==> src/rtl/core/uuid_text_parser_unit_defines.svh <==
// ----------------------------------------------------------------------------
// uuid text parser assertion macros
// shared concurrent assertion shorthands for the parser rtl
// ----------------------------------------------------------------------------
`ifndef UUID_TEXT_PARSER_UNIT_DEFINES_SVH
`define UUID_TEXT_PARSER_UNIT_DEFINES_SVH

// same-cycle implication, held off during reset
`define UUTP_ASSERT_IMP(label, clk, rst_n, ante, cons, msg) \
    label: assert property (@(posedge clk) disable iff (!rst_n) (ante) |-> (cons)) \
        else $error(msg);

// next-cycle implication, held off during reset
`define UUTP_ASSERT_NXT(label, clk, rst_n, ante, cons, msg) \
    label: assert property (@(posedge clk) disable iff (!rst_n) (ante) |=> (cons)) \
        else $error(msg);

`endif

==> src/rtl/core/uutp_pkg.sv <==
`timescale 1ns / 1ps
// ----------------------------------------------------------------------------
// uutp_pkg
// types and constants shared by the uuid text parser modules
// ----------------------------------------------------------------------------
package uutp_pkg;

    localparam int CHAR_W      = 8;
    localparam int STATUS_W    = 3;
    localparam int HALF_W      = 64;
    localparam int BYTE_CNT_W  = 5;
    localparam int HYPH_CNT_W  = 3;
    localparam int OUT_FIELD_W = STATUS_W + 2 * HALF_W;
    localparam int OUT_TDATA_W = ((OUT_FIELD_W + 7) / 8) * 8;

    localparam logic [BYTE_CNT_W-1:0] UUID_BYTES  = 5'd16;
    localparam logic [BYTE_CNT_W-1:0] HALF_BYTES  = 5'd8;
    localparam logic [HYPH_CNT_W-1:0] MAX_HYPHENS = 3'd4;

    localparam logic [CHAR_W-1:0] CHR_NUL    = 8'h00;
    localparam logic [CHAR_W-1:0] CHR_HYPHEN = 8'h2D;
    localparam logic [CHAR_W-1:0] CHR_0      = 8'h30;
    localparam logic [CHAR_W-1:0] CHR_9      = 8'h39;
    localparam logic [CHAR_W-1:0] CHR_UA     = 8'h41;
    localparam logic [CHAR_W-1:0] CHR_UF     = 8'h46;
    localparam logic [CHAR_W-1:0] CHR_LA     = 8'h61;
    localparam logic [CHAR_W-1:0] CHR_LF     = 8'h66;

    localparam logic [STATUS_W-1:0] ST_OK        = 3'd0;
    localparam logic [STATUS_W-1:0] ST_EMPTY     = 3'd1;
    localparam logic [STATUS_W-1:0] ST_HYPHENS   = 3'd2;
    localparam logic [STATUS_W-1:0] ST_LONE      = 3'd3;
    localparam logic [STATUS_W-1:0] ST_BAD_CHAR  = 3'd4;
    localparam logic [STATUS_W-1:0] ST_SHORT     = 3'd5;
    localparam logic [STATUS_W-1:0] ST_HYPH_CNT  = 3'd6;

    typedef struct packed {
        logic       is_term;
        logic       is_hyphen;
        logic       is_hex;
        logic [3:0] nibble;
    } t_char_class;

    typedef struct packed {
        logic [HALF_W-1:0]   uuid_low;
        logic [HALF_W-1:0]   uuid_high;
        logic [STATUS_W-1:0] status;
    } t_result;

endpackage

==> src/rtl/core/uutp_char_class.sv <==
`timescale 1ns / 1ps
// ----------------------------------------------------------------------------
// uutp_char_class
// sorts one character into terminator, hyphen or hex digit with its value
// ----------------------------------------------------------------------------
module uutp_char_class (
    input  logic [uutp_pkg::CHAR_W-1:0] i_char,
    output uutp_pkg::t_char_class       o_class
);
    import uutp_pkg::*;

    logic [CHAR_W-1:0] w_off;

    always_comb begin
        o_class           = '0;
        o_class.is_term   = (i_char == CHR_NUL);
        o_class.is_hyphen = (i_char == CHR_HYPHEN);
        w_off             = '0;
        case (i_char) inside
            [CHR_0:CHR_9]: begin
                o_class.is_hex = 1'b1;
                w_off          = i_char - CHR_0;
            end
            [CHR_LA:CHR_LF]: begin
                o_class.is_hex = 1'b1;
                w_off          = i_char - CHR_LA + 8'd10;
            end
            [CHR_UA:CHR_UF]: begin
                o_class.is_hex = 1'b1;
                w_off          = i_char - CHR_UA + 8'd10;
            end
            default: begin
                o_class.is_hex = 1'b0;
            end
        endcase
        o_class.nibble = w_off[3:0];
    end

endmodule

==> src/rtl/core/uutp_parse_core.sv <==
`timescale 1ns / 1ps
// ----------------------------------------------------------------------------
// uutp_parse_core
// per-string parse state, byte assembly and first-error latch
// ----------------------------------------------------------------------------
`include "uuid_text_parser_unit_defines.svh"

module uutp_parse_core (
    input  logic                        i_clk,
    input  logic                        i_rst_n,
    input  logic                        i_step,
    input  logic [uutp_pkg::CHAR_W-1:0] i_char,
    output logic                        o_term,
    output uutp_pkg::t_result           o_result
);
    import uutp_pkg::*;

    localparam logic [1:0] PH_START  = 2'd0;
    localparam logic [1:0] PH_HYPHEN = 2'd1;
    localparam logic [1:0] PH_HIGH   = 2'd2;

    t_char_class w_cls;

    logic [1:0]            r_phase,      n_phase;
    logic [BYTE_CNT_W-1:0] r_byte_count, n_byte_count;
    logic [HYPH_CNT_W-1:0] r_hyph_count, n_hyph_count;
    logic [3:0]            r_high_nib,   n_high_nib;
    logic [HALF_W-1:0]     r_val_upper,  n_val_upper;
    logic [HALF_W-1:0]     r_val_lower,  n_val_lower;
    logic [STATUS_W-1:0]   r_status,     n_status;
    logic                  r_decided,    n_decided;

    logic [STATUS_W-1:0]   w_fin_status;
    logic [HYPH_CNT_W-1:0] w_hyph_inc;
    logic [BYTE_CNT_W-1:0] w_byte_inc;
    logic [7:0]            w_byte;

    uutp_char_class u_class (
        .i_char  (i_char),
        .o_class (w_cls)
    );

    assign o_term     = w_cls.is_term;
    assign w_hyph_inc = r_hyph_count + 3'd1;
    assign w_byte_inc = r_byte_count + 5'd1;
    assign w_byte     = {r_high_nib, w_cls.nibble};

    // status reported at the terminator
    always_comb begin
        if (r_decided) begin
            w_fin_status = r_status;
        end else begin
            unique case (r_phase)
                PH_HYPHEN: w_fin_status = ST_BAD_CHAR;
                PH_HIGH:   w_fin_status = ST_LONE;
                default: begin
                    if (r_byte_count == '0 && r_hyph_count == '0) begin
                        w_fin_status = ST_EMPTY;
                    end else begin
                        w_fin_status = ST_SHORT;
                    end
                end
            endcase
        end
    end

    always_comb begin
        o_result.status    = w_fin_status;
        o_result.uuid_high = (w_fin_status == ST_OK) ? r_val_upper : '0;
        o_result.uuid_low  = (w_fin_status == ST_OK) ? r_val_lower : '0;
    end

    always_comb begin
        n_phase      = r_phase;
        n_byte_count = r_byte_count;
        n_hyph_count = r_hyph_count;
        n_high_nib   = r_high_nib;
        n_val_upper  = r_val_upper;
        n_val_lower  = r_val_lower;
        n_status     = r_status;
        n_decided    = r_decided;
        if (i_step) begin
            if (w_cls.is_term) begin
                n_phase      = PH_START;
                n_byte_count = '0;
                n_hyph_count = '0;
                n_high_nib   = '0;
                n_status     = ST_OK;
                n_decided    = 1'b0;
            end else if (!r_decided) begin
                if (r_phase == PH_START && w_cls.is_hyphen) begin
                    n_hyph_count = w_hyph_inc;
                    if (w_hyph_inc > MAX_HYPHENS) begin
                        n_status  = ST_HYPHENS;
                        n_decided = 1'b1;
                    end else begin
                        n_phase = PH_HYPHEN;
                    end
                end else if (r_phase != PH_HIGH) begin
                    if (!w_cls.is_hex) begin
                        n_status  = ST_BAD_CHAR;
                        n_decided = 1'b1;
                    end else begin
                        n_high_nib = w_cls.nibble;
                        n_phase    = PH_HIGH;
                    end
                end else if (!w_cls.is_hex) begin
                    n_status  = ST_LONE;
                    n_decided = 1'b1;
                end else begin
                    if (r_byte_count < HALF_BYTES) begin
                        n_val_upper = {r_val_upper[HALF_W-9:0], w_byte};
                    end else begin
                        n_val_lower = {r_val_lower[HALF_W-9:0], w_byte};
                    end
                    n_byte_count = w_byte_inc;
                    n_phase      = PH_START;
                    if (w_byte_inc >= UUID_BYTES) begin
                        n_decided = 1'b1;
                        if (r_hyph_count == '0 || r_hyph_count == MAX_HYPHENS) begin
                            n_status = ST_OK;
                        end else begin
                            n_status = ST_HYPH_CNT;
                        end
                    end
                end
            end
        end
    end

    always_ff @(posedge i_clk) begin
        if (!i_rst_n) begin
            r_phase      <= PH_START;
            r_byte_count <= '0;
            r_hyph_count <= '0;
            r_high_nib   <= '0;
            r_status     <= ST_OK;
            r_decided    <= 1'b0;
        end else begin
            r_phase      <= n_phase;
            r_byte_count <= n_byte_count;
            r_hyph_count <= n_hyph_count;
            r_high_nib   <= n_high_nib;
            r_status     <= n_status;
            r_decided    <= n_decided;
        end
    end

    // value words need no reset: an ok result has shifted all 16 bytes in
    always_ff @(posedge i_clk) begin
        r_val_upper <= n_val_upper;
        r_val_lower <= n_val_lower;
    end

    `UUTP_ASSERT_IMP(a_ok_full, i_clk, i_rst_n,
        i_step && w_cls.is_term && w_fin_status == ST_OK,
        r_decided && r_byte_count == UUID_BYTES, "ok result without sixteen bytes")
    `UUTP_ASSERT_IMP(a_undecided_short, i_clk, i_rst_n,
        !r_decided, r_byte_count < UUID_BYTES && r_hyph_count <= MAX_HYPHENS,
        "undecided string past its limits")
    `UUTP_ASSERT_NXT(a_term_clears, i_clk, i_rst_n,
        i_step && w_cls.is_term,
        r_phase == PH_START && r_byte_count == '0 && r_hyph_count == '0 && !r_decided,
        "parse state not cleared after terminator")
    `UUTP_ASSERT_NXT(a_decided_holds, i_clk, i_rst_n,
        r_decided && !(i_step && w_cls.is_term),
        r_decided && $stable(r_status), "latched status changed before terminator")

endmodule

==> src/rtl/core/uuid_text_parser_unit.sv <==
`timescale 1ns / 1ps
// ----------------------------------------------------------------------------
// uuid_text_parser_unit
// streaming uuid text parser, one character per transaction
// ----------------------------------------------------------------------------
// Takes one character per clock and returns one result transaction per
// string, when the zero terminator arrives. A character is held in an input
// register, goes from there through the parse core's state update, and
// a terminator's result lands in the output register. Sustained rate is one
// character per cycle, set by the state update of the parse core; the input
// only stalls when a terminator meets an output register that is still full.
// Result tdata holds status, then uuid_high, then uuid_low; both uuid words
// are zero unless status is ok.
// ----------------------------------------------------------------------------
`include "uuid_text_parser_unit_defines.svh"

module uuid_text_parser_unit (
    input  logic                           i_clk,
    input  logic                           i_rst_n,
    input  logic                           i_s_axis_tvalid,
    output logic                           o_s_axis_tready,
    // char_in [7:0]
    input  logic [uutp_pkg::CHAR_W-1:0]    i_s_axis_tdata,
    output logic                           o_m_axis_tvalid,
    input  logic                           i_m_axis_tready,
    // status [2:0], uuid_high [66:3], uuid_low [130:67], zero [135:131]
    output logic [uutp_pkg::OUT_TDATA_W-1:0] o_m_axis_tdata
);
    import uutp_pkg::*;

    logic              r_in_valid;
    logic [CHAR_W-1:0] r_in_char;
    logic              r_out_valid;
    t_result           r_out_res;

    logic    w_term;
    logic    w_step;
    logic    w_out_free;
    logic    w_emit;
    t_result w_result;

    uutp_parse_core u_core (
        .i_clk    (i_clk),
        .i_rst_n  (i_rst_n),
        .i_step   (w_step),
        .i_char   (r_in_char),
        .o_term   (w_term),
        .o_result (w_result)
    );

    assign w_out_free      = !r_out_valid || i_m_axis_tready;
    assign w_step          = r_in_valid && (!w_term || w_out_free);
    assign w_emit          = w_step && w_term;
    assign o_s_axis_tready = !r_in_valid || w_step;

    always_ff @(posedge i_clk) begin
        if (!i_rst_n) begin
            r_in_valid  <= 1'b0;
            r_out_valid <= 1'b0;
        end else begin
            if (o_s_axis_tready) begin
                r_in_valid <= i_s_axis_tvalid;
            end
            if (w_emit) begin
                r_out_valid <= 1'b1;
            end else if (i_m_axis_tready) begin
                r_out_valid <= 1'b0;
            end
        end
    end

    always_ff @(posedge i_clk) begin
        if (o_s_axis_tready && i_s_axis_tvalid) begin
            r_in_char <= i_s_axis_tdata;
        end
        if (w_emit) begin
            r_out_res <= w_result;
        end
    end

    assign o_m_axis_tvalid = r_out_valid;
    assign o_m_axis_tdata  = {{(OUT_TDATA_W - OUT_FIELD_W){1'b0}}, r_out_res};

    `UUTP_ASSERT_IMP(a_emit_room, i_clk, i_rst_n,
        w_emit, w_out_free, "result overwrites an untaken transaction")
    `UUTP_ASSERT_NXT(a_held_stall, i_clk, i_rst_n,
        r_in_valid && !w_step, r_in_valid && $stable(r_in_char),
        "pending character lost while stalled")
    `UUTP_ASSERT_IMP(a_stall_only_term, i_clk, i_rst_n,
        r_in_valid && !w_step, w_term && r_out_valid && !i_m_axis_tready,
        "character stalled without a blocked terminator")

endmodule
==> config.mk <==
export PLATFORM = sky130hd
export DESIGN_NAME = uuid_text_parser_unit
export DESIGN_NICKNAME = d
export VERILOG_FILES = /design/src/rtl/core/uutp_pkg.sv /design/src/rtl/core/uutp_char_class.sv /design/src/rtl/core/uutp_parse_core.sv /design/src/rtl/core/uuid_text_parser_unit.sv
export VERILOG_INCLUDE_DIRS = /design/src /design/src/rtl/core
export SDC_FILE = /design/constraint.sdc
export NUM_CORES = 1
export LEC_CHECK = 0
export BUFFER_PORTS_ARGS = -buffer_cell sky130_fd_sc_hd__buf_2
export CORE_MARGIN = 2
export CORE_UTILIZATION = 45
export CTS_CLUSTER_DIAMETER = 30
export CTS_CLUSTER_SIZE = 10
export DETAILED_ROUTE_END_ITERATION = 8
export GPL_ROUTABILITY_DRIVEN = 0
export PLACE_DENSITY = 0.73
export SLEW_MARGIN = 20
export SYNTH_ARGS = -nofsm -noshare
export SYNTH_HDL_FRONTEND = slang
export SYNTH_SLANG_ARGS = --single-unit
export TNS_END_PERCENT = 100
==> constraint.sdc <==
create_clock -name i_clk -period 8.44 [get_ports i_clk]
set_input_delay 0.844 -clock i_clk [delete_from_list [all_inputs] [get_ports i_clk]]
set_output_delay 0.844 -clock i_clk [all_outputs]
set_load 0.01 [all_outputs]
# Word-level counts from Yosys, hierarchy flattened
# Index checks and enable logic that the tools add are counted.
[classes]
n_addsub = 7
order_cmp = 9
eq_ne = 12
mux = 48
bitwise_logic = 5
n_reduce_logical = 32
[op_table]
columns = ["cell", "n"]
rows = [
  ["$mux W3", 14],
  ["$mux W4", 8],
  ["$mux W5", 5],
  ["$ge A8 B7 Y1 const B", 2],
  ["$le A8 B7 Y1 const B", 2],
  ["$reduce_and A5 Y1", 3],
  ["$mux W2", 7],
  ["$reduce_and A7 Y1", 2],
  ["$mux W1", 13],
  ["$sub A4 B1 Y4 const B", 3],
  ["$add A4 B4 Y4 const B", 2],
  ["$eq A8 B6 Y1 const B", 1],
  ["$ge A8 B6 Y1 const B", 1],
  ["$le A8 B6 Y1 const B", 1],
  ["$logic_and A1 B1 Y1", 8],
  ["$logic_not A8 Y1", 1],
  ["$ne A2 B2 Y1 const B", 4],
  ["$ne A4 B4 Y1 const B", 2],
  ["$reduce_bool A2 Y1", 4],
  ["$logic_not A3 Y1", 2],
  ["$ne A3 B3 Y1 const B", 2],
  ["$pmux W3 S2", 1],
  ["$add A5 B1 Y5 const B", 1],
  ["$ge A5 B5 Y1 const B", 1],
  ["14 further kinds", 23],
]
[totals]
ff_bits = 287
inputBits = 12
output_inout_bits = 138
wordCells = 127

# Logic depth before layout (Yosys ltp)
# Gate-level depths: netlist of the first run.
[logic_depth]
word_depth = 10
mapped_depth = 9
ltp_nobuf = 8

# Hierarchy
# From an unflattened synthesis of the first run, not the netlist that was laid out.
[hier_totals]
hier_cells = 600
hier_area_um2 = 10451.3
[modules_own_cells]
columns = ["module", "instances", "cells_each", "area_each_um2", "seq_area_each_um2"]
rows = [
  ["uutp_parse_core", 1, 418, 5905.7, 4204.0],
  ["uuid_text_parser_unit", 1, 157, 4332.9, 4214.0],
  ["uutp_char_class", 1, 25, 212.7, 0.0],
]

# Least setup slack after synthesis of the first run
# No wires, ideal clock.
[synth_timing]
path_type = "register to register"
start = "register r_in_char[1]"
end = "register u_core.r_val_upper[0] (enable)"
setup_ps = 565
t_arrival_ps = 5665
required_time_ps = 7875
setup_slack_ps = 2210
path_stages_with_launch = 7
path_buffers = 0
period_less_slack_ps = 6230
cell_sequence = "edfxtp_1 > inv_1 > ha_1 > o21bai_1 > a21oi_2 > o211ai_4 > nor3_1"
[synth_between]
elab_chain_len = 6
word_cells_on_any_way = 21
cone_classes = "6 x order compare; 1 x eq/ne; 3 x mux; 2 x bitwise; 9 x reduce/logical"
[synth_lines]
columns = ["element", "line", "source"]
rows = [
  ["start: declaration", "uuid_text_parser_unit.sv:32", "logic [CHAR_W-1:0] r_in_char;"],
  ["start signal: assignment", "uuid_text_parser_unit.sv:74", "r_in_char <= i_s_axis_tdata;"],
  ["$ge A8 B7 Y1 (no line) or $le A8 B7 Y1 (tied branches)", "n/a", ""],
  ["$logic_and A1 B1 Y1 (no line)", "n/a", ""],
  ["$mux W1 (3 in a row)", "uutp_char_class.sv:19", "case (i_char) inside"],
  ["$reduce_and A7 Y1 (no line) (*)", "n/a", ""],
  ["end signal: assignment", "uutp_parse_core.sv:151", "r_val_upper <= n_val_upper;"],
  ["end: declaration", "uutp_parse_core.sv:28", "logic [HALF_W-1:0] r_val_upper, n_val_upper;"],
]
# Every way passes the cells marked *; elsewhere a longest branch is shown, timed or not.
# A chain may end at the register's enable or synchronous reset.

# Final worst setup path of the first run
[layout_timing]
start = "register r_in_char[0]"
end = "register u_core.r_status[0]"
[layout_between]
elab_chain_len = 10
word_cells_on_any_way = 28
cone_classes = "6 x order compare; 5 x eq/ne; 8 x mux; 9 x reduce/logical"
[layout_lines]
columns = ["element", "line", "source"]
rows = [
  ["$ge A8 B7 Y1 (no line) or $le A8 B7 Y1 (tied branches)", "n/a", ""],
  ["$logic_and A1 B1 Y1 (no line)", "n/a", ""],
  ["$mux W1 (3 in a row)", "uutp_char_class.sv:19", ""],
  ["$mux W3", "uutp_parse_core.sv:107", "end else if (!w_cls.is_hex) begin"],
  ["$mux W3", "uutp_parse_core.sv:99", "end else if (r_phase != PH_HIGH) begin"],
  ["$mux W3", "uutp_parse_core.sv:91", "if (r_phase == PH_START && w_cls.is_hyphen) begin"],
  ["$mux W3", "uutp_parse_core.sv:90", "end else if (!r_decided) begin"],
  ["$mux W3", "uutp_parse_core.sv:83", "if (w_cls.is_term) begin"],
  ["end signal: assignment", "uutp_parse_core.sv:144", "r_status <= n_status;"],
  ["end: declaration", "uutp_parse_core.sv:30", "logic [STATUS_W-1:0] r_status, n_status;"],
]
# Parallel ways exist; a longest one is shown, timed or not. The select of a mux whose other input is x is not followed.

==> impl_metrics.toml, run 1 <==
[yosys]
synth.distinct_cells = 58
most_frequent_cells_after_synthesis = "edfxtp_1, and2_1, dfxtp_1, nor2_1"
mappedNetlistArea_um2 = 10400
synth_warn = 0
synth.most_common_cell = "edfxtp_1"
synth_enable_flop_cells = 267
netlist_instances = 586
synth_async_sr_flop_share_pct = 0
synth.largest_area_cell = "edfxtp_1"
postSynthAreaPerCell_um2 = 17.7
post_synth_top_area_share_pct = 77.5
ys_seq_area_share_pct = 81.3
synth-main-ff-cell = "edfxtp_1"
synth_area_leaders = "edfxtp_1, and2_1, dfxtp_1, ha_1, nand3_1"
ys_ff_latch = 287

[global_route]
grt_first_pass_wirelength_um = 26400
maximum_number_of_pins_on_one_net_before_global_route_repair = 129
initial_antenna_violation_count = 0
grt_pass1_vias = 5065
gr-total-overflow = 0
grt_use_total_pct = 13.9

[place]
buffer_ports.inserted = 144
dp_hpwl_um = 10100

[sta]
hold_viol = 0
grt_setup_unrepaired = "false"
achievable_frequency_mhz = 239
max_slew_margin_pct = 32.4
finalSetupTns_ns = 0
fin_crit_ns = 4.19
finalClockSkew_ns = 0.0137
fin_max_slew_vios = 0
fin_crit_sh_pct = 49.6
worst_pin_slew_ns = 1.01
final-setup-viol-count = 0

[hold_path]
whs_path_depth = 0
min-delay-start = "u_core.r_val_lower[20]"
hold_path_end = "u_core.r_val_lower[28]"
hold_path_class = "register to register"

[power]
cellLeakagePower_nw = 4.65
powerDensity_nw_per_um2 = 266
vdd.ir_drop.worst_mv = 0.138
post-layout-total-power_w = 0.00342

[clock_tree]
cts.hold.buffers_added = 0
cts_max_level = 2
clock_tree_from_tritoncts = "built"
cts-root-to-sink-buffers = 3
clk_transition_reported_paths_ns = 0.05
cts_setup_buffers = 0
ctsRootBufferMaster = "clkbuf_16"
cts.repair.resized = 0
cts-buffers-inserted = 45
clk-insertion-delay-late_ns = 0.52
cts_sinks = 287

[worst_setup_path]
critical-path-slowest-cell = "buf_4"
cp.required_ns = 8.89
critPathMaxStageDelay_ns = 0.82
worstSetupPathType = "register to register"
cp_num_buf_inv = 3
data_arrival_time_of_the_critical_path_ns = 4.64
worst-r2r-cell-count = 9
cp_cell_sequence = "inv_1 -> ha_1 -> nor3b_1 -> nand4_1 -> inv_6 -> buf_4 -> nor2_1 -> nor3_2 -> mux2i_1"
ff2ff_setup_slack_ns = 4.25
critical_path.top_delay_family = "buffers and inverters"
crit_path_start_kind = "register"
critical_path.max_fanout = 71
worstSetupEndpointType = "register"
worstSetupPathDepth = 9
regToRegStartpoint = "r_in_char[0]"
r2r_end = "u_core.r_status[0]"

[floorplanning]
num_rows = 55
die_outline_height_um = 156
design.portCount = 150
die-width_um = 156
floorplan.initialDensity_pct = 45.7
design.core.area_um2 = 22600
design.die.area_um2 = 24200

[finish]
post_route_cells_drive_above_1_share_pct = 29.2
layout.nets = 783
area_growth_pct = 24.4
insertedDiodeCount = 0

[route]
drt-met1-wl_um = 7230
detailroute.wirelength.met2_um = 8220
route.antenna.remaining_nets = 0
post_drt_via_cell_ratio = 4.91
via_count = 5293
detail_route.wirelength_um = 17000
first_iter_violations = 387
top_layer_used = "met4"
first_pass_iteration_count_of_the_detailed_router = 5
wl_per_cell_um = 15.8
route.detailed.drc = 0
met3RoutedLength_um = 1080

[run_status]
run_status = "finished, final reports clean"

[run]
max_cap_viol_count = 0
per-layer routing:
metal  GRT usage (%)  vias to the layer above
met5               0                        -
met4            5.55                        0
met3            3.67                       44
met2            22.2                      185
met1            18.5                     2558
li1                -                     2506
through the flow:
stage,setup slack (ns),std cells,utilization [%],area [µm²],hold slack [ns]
final,4.25,1077,56.9,12900,0.427
after global routing,3.84,1077,56.9,12900,0.436
after CTS,4.20,1077,56.9,12900,0.427
after detailed placement,4.27,996,50.2,11400,0.423
after global placement,4.46,996,50.2,11400,0.419
after floorplan,2.21,590,-,10400,0.417
state kept, by name, summed over array words and instances, names as in the netlist:
register	flops
o_m_axis_tdata	131
u_core.r_val_lower	64
u_core.r_val_upper	64
r_in_char	8
u_core.r_byte_count	5
u_core.r_high_nib	4
u_core.r_hyph_count	3
u_core.r_status	3
u_core.r_phase	2
o_m_axis_tvalid	1
r_in_valid	1
u_core.r_decided	1
layout make-up:
| class | instances | area (µm²) |
|---|---|---|
| fillers | 1694 | 9760 |
| flip-flops and latches | 287 | 8420 |
| multi-input cells | 262 | 1770 |
| clock buffers | 57 | 1240 |
| repair buffers | 148 | 751 |
| well taps | 285 | 357 |
| clock inverters | 24 | 277 |
| inverters | 14 | 57.6 |
report_power, final:
part / switching [W] / leakage [nW] / internal [W]
registers: 0.00000617 / 2.58 / 0.00155
logic: 0.0000391 / 1.33 / 0.0000270
clock network: 0.000604 / 0.739 / 0.00119
total: 0.000649 / 4.65 / 0.00277
worst max path at each step:
| stage | startpoint | end | slack (ns) |
|---|---|---|---|
| global route | r_in_char[0] | u_core.r_status[0] | 3.84 |
| finish | r_in_char[0] | u_core.r_status[0] | 4.25 |
| global placement | r_in_char[0] | u_core.r_status[0] | 4.46 |
| CTS | r_in_char[0] | u_core.r_status[0] | 4.20 |
| floorplan | r_in_char[1] | u_core.r_val_upper[0] | 2.21 |
| detailed placement | r_in_char[0] | u_core.r_status[0] | 4.27 |
cells in the final DEF, fill, tap and decap left out, types with 6 or more instances in the layout:
cell type and instances:
clkinv_2 6, and2_1 129, ha_1 13, a21oi_1 10, clkbuf_1 7, nand2b_1 6
buf_2 144, dfxtp_1 20, inv_1 13, nand3_1 12, nand2_1 9, clkbuf_16 47
edfxtp_1 267, nor2_1 14
cell families (layout without fill, tap and decap cells):
logic type / Yosys count / after routing / synth area share (%)
AOI/OAI and AO/OA: 43 / 43 / 3.20
muxes: 2 / 2 / 0.193
buffers and inverters: 41 / 243 / 1.85
other: 1 / 5 / 0.0362
xor gates and xnor gates: 3 / 3 / 0.254
and+or+nand+nor: 196 / 196 / 11.6
DFF: 287 / 287 / 81.3
adders and majority gates: 13 / 13 / 1.57
(Power assumes the default switching activity.)
==> run 2: changes to the inputs <==
clock period = 4.1 ns   (was 8.44 ns; I/O delays follow)
==> run 2 against run 1 <==
  * Clock skew up 0.014 ns
  * Sequential power up 110%
  * Register-to-register slack worse by 3.1 ns
  * Die area unchanged
  * Clock power up 130%
  * Routed wire length up 0.47%
  * Power up 120%
  * Non-clock buffer count up 2
  * Utilization up 1.1 points
  * Largest cell class unchanged
==> impl_metrics.toml, run 2 (same netlist as run 1, synthesis figures left out) <==
[run_status]
run_status = "finished, final reports clean"

[clock_tree]
cts_sinks = 287
clk_transition_reported_paths_ns = 0.05
cts-buffers-inserted = 50
cts_max_level = 2
ctsRootBufferMaster = "clkbuf_16"
cts_setup_buffers = 0
cts-root-to-sink-buffers = 3
clock_tree_from_tritoncts = "built"
cts.repair.resized = 0
clk-insertion-delay-late_ns = 0.55
cts.hold.buffers_added = 0

[finish]
layout_commonest_cell = "edfxtp_1"
postLayoutCoreUtil_pct = 57.9
area_growth_pct = 26.7
layout.cells.most_common_list = "edfxtp_1, buf_2, and2_1"
largest_reg_flops = 131
insertedDiodeCount = 0
post_route_cells_drive_above_1_share_pct = 30.2
filler_cell_count = 1673
layout.nets = 790

[global_route]
initial_antenna_violation_count = 0
maximum_number_of_pins_on_one_net_before_global_route_repair = 129
grt_use_total_pct = 14.0
grt_pass1_vias = 5118
grt_first_pass_wirelength_um = 26300
gr-total-overflow = 0

[sta]
fin_crit_ns = 2.93
max_slew_margin_pct = 45.3
fin_crit_sh_pct = 71.5
worst_pin_slew_ns = 0.820
hold_viol = 0
finalClockSkew_ns = 0.0275
achievable_frequency_mhz = 341
finalWorstSetupSlack_ns = 1.17
fin_max_slew_vios = 0
finalSetupTns_ns = 0
final-setup-viol-count = 0
grt_setup_unrepaired = "false"

[worst_setup_path]
worstSetupEndpointType = "register"
cp.required_ns = 4.27
ff2ff_setup_slack_ns = 1.17
regToRegStartpoint = "r_in_char[0]"
crit_path_start = "r_in_char[0]"
data_arrival_time_of_the_critical_path_ns = 3.10
crit_path_start_kind = "register"
critical_path.max_fanout = 48
worst-r2r-cell-count = 6
crit_end = "o_m_axis_tdata[44]"
r2r_end = "o_m_axis_tdata[44]"
worstSetupPathType = "register to register"

[place]
buffer_ports.inserted = 144
dp_hpwl_um = 10300
dp_worst_setup_slack_ns = 1.13

[power]
vdd.ir_drop.worst_mv = 0.344
powerDensity_nw_per_um2 = 570
cellLeakagePower_nw = 4.74

[route]
post_drt_via_cell_ratio = 4.86
first_iter_violations = 432
route.antenna.remaining_nets = 0
detail_route.wirelength_um = 17100
route.detailed.drc = 0
via_count = 5283
first_pass_iteration_count_of_the_detailed_router = 4
wl_per_cell_um = 15.7

[floorplanning]
design.die.area_um2 = 24200
floorplan.initialDensity_pct = 45.7
design.core.area_um2 = 22600
die-width_um = 156
num_rows = 55
design.portCount = 150
die_outline_height_um = 156

[hold_path]
hold_path_class = "primary input to register"

[run]
max_cap_viol_count = 0
## run 2: how the worst min path moves through the flow
| stage | end | slack, ns | start | cells after the start |
|---|---|---|---|---|
| floorplan | u_core.r_val_lower[10] | 0.42 | u_core.r_val_lower[2] | 0 |
| global placement | u_core.r_val_upper[54] | 0.42 | u_core.r_val_upper[46] | 0 |
| detailed placement | u_core.r_val_lower[36] | 0.42 | u_core.r_val_lower[28] | 0 |
| CTS | r_in_char[4] | 0.04 | i_s_axis_tdata[4] | 1 |
| global route | r_in_char[2] | 0.04 | i_s_axis_tdata[2] | 1 |
| finish | r_in_char[4] | 0.06 | i_s_axis_tdata[4] | 1 |
## run 2: final cells by class
| type | count | area [µm²] | share of cell area (%) |
|---|---|---|---|
| clock buffer | 57 | 1300 | 9.89 |
| clock inverter | 32 | 419 | 3.19 |
| inverter | 14 | 57.6 | 0.439 |
| multi-input combinational | 262 | 1780 | 13.6 |
| sequential | 287 | 8420 | 64.2 |
| tap | 285 | 357 | 2.72 |
| timing repair buffer | 150 | 791 | 6.03 |
## run 2: per-layer routing
metal | wire (µm) | part of all wire [%] | up-vias | GRT usage, %
met2 | 8250 | 48 | 211 | 22.9
met3 | 1270 | 7.4 | 42 | 3.42
li1 | - | - | 2518 | -
met1 | 7150 | 42 | 2512 | 17.9
met5 | 0 | 0 | - | 0
met4 | 411 | 2.4 | 0 | 5.90
## run 2: per-stage QoR
stage	std cells	instance area, µm²	total power, W	hold slack (ns)
after floorplan	590	10400	0.00337	0.417
after global placement	998	11400	0.00340	0.419
after detailed placement	998	11400	0.00340	0.423
after CTS	1087	13100	0.00755	0.0381
after global routing	1087	13100	0.00769	0.0379
final	1087	13100	0.00748	0.0573
## run 2: power breakdown
part / leakage, nW / internal [W] / switching, W
clock: 0.814 / 0.00278 / 0.00135
combinational: 1.34 / 0.0000579 / 0.0000804
sequential: 2.58 / 0.00320 / 0.0000125
total: 4.74 / 0.00603 / 0.00145
## run 2: worst max-delay path: stages (launching register included)
cell and delay [ns]:
edfxtp_1 0.43, inv_1 0.15, ha_1 0.16, nor3b_1 0.35
nand4_1 0.64, inv_6 0.26, buf_4 0.54
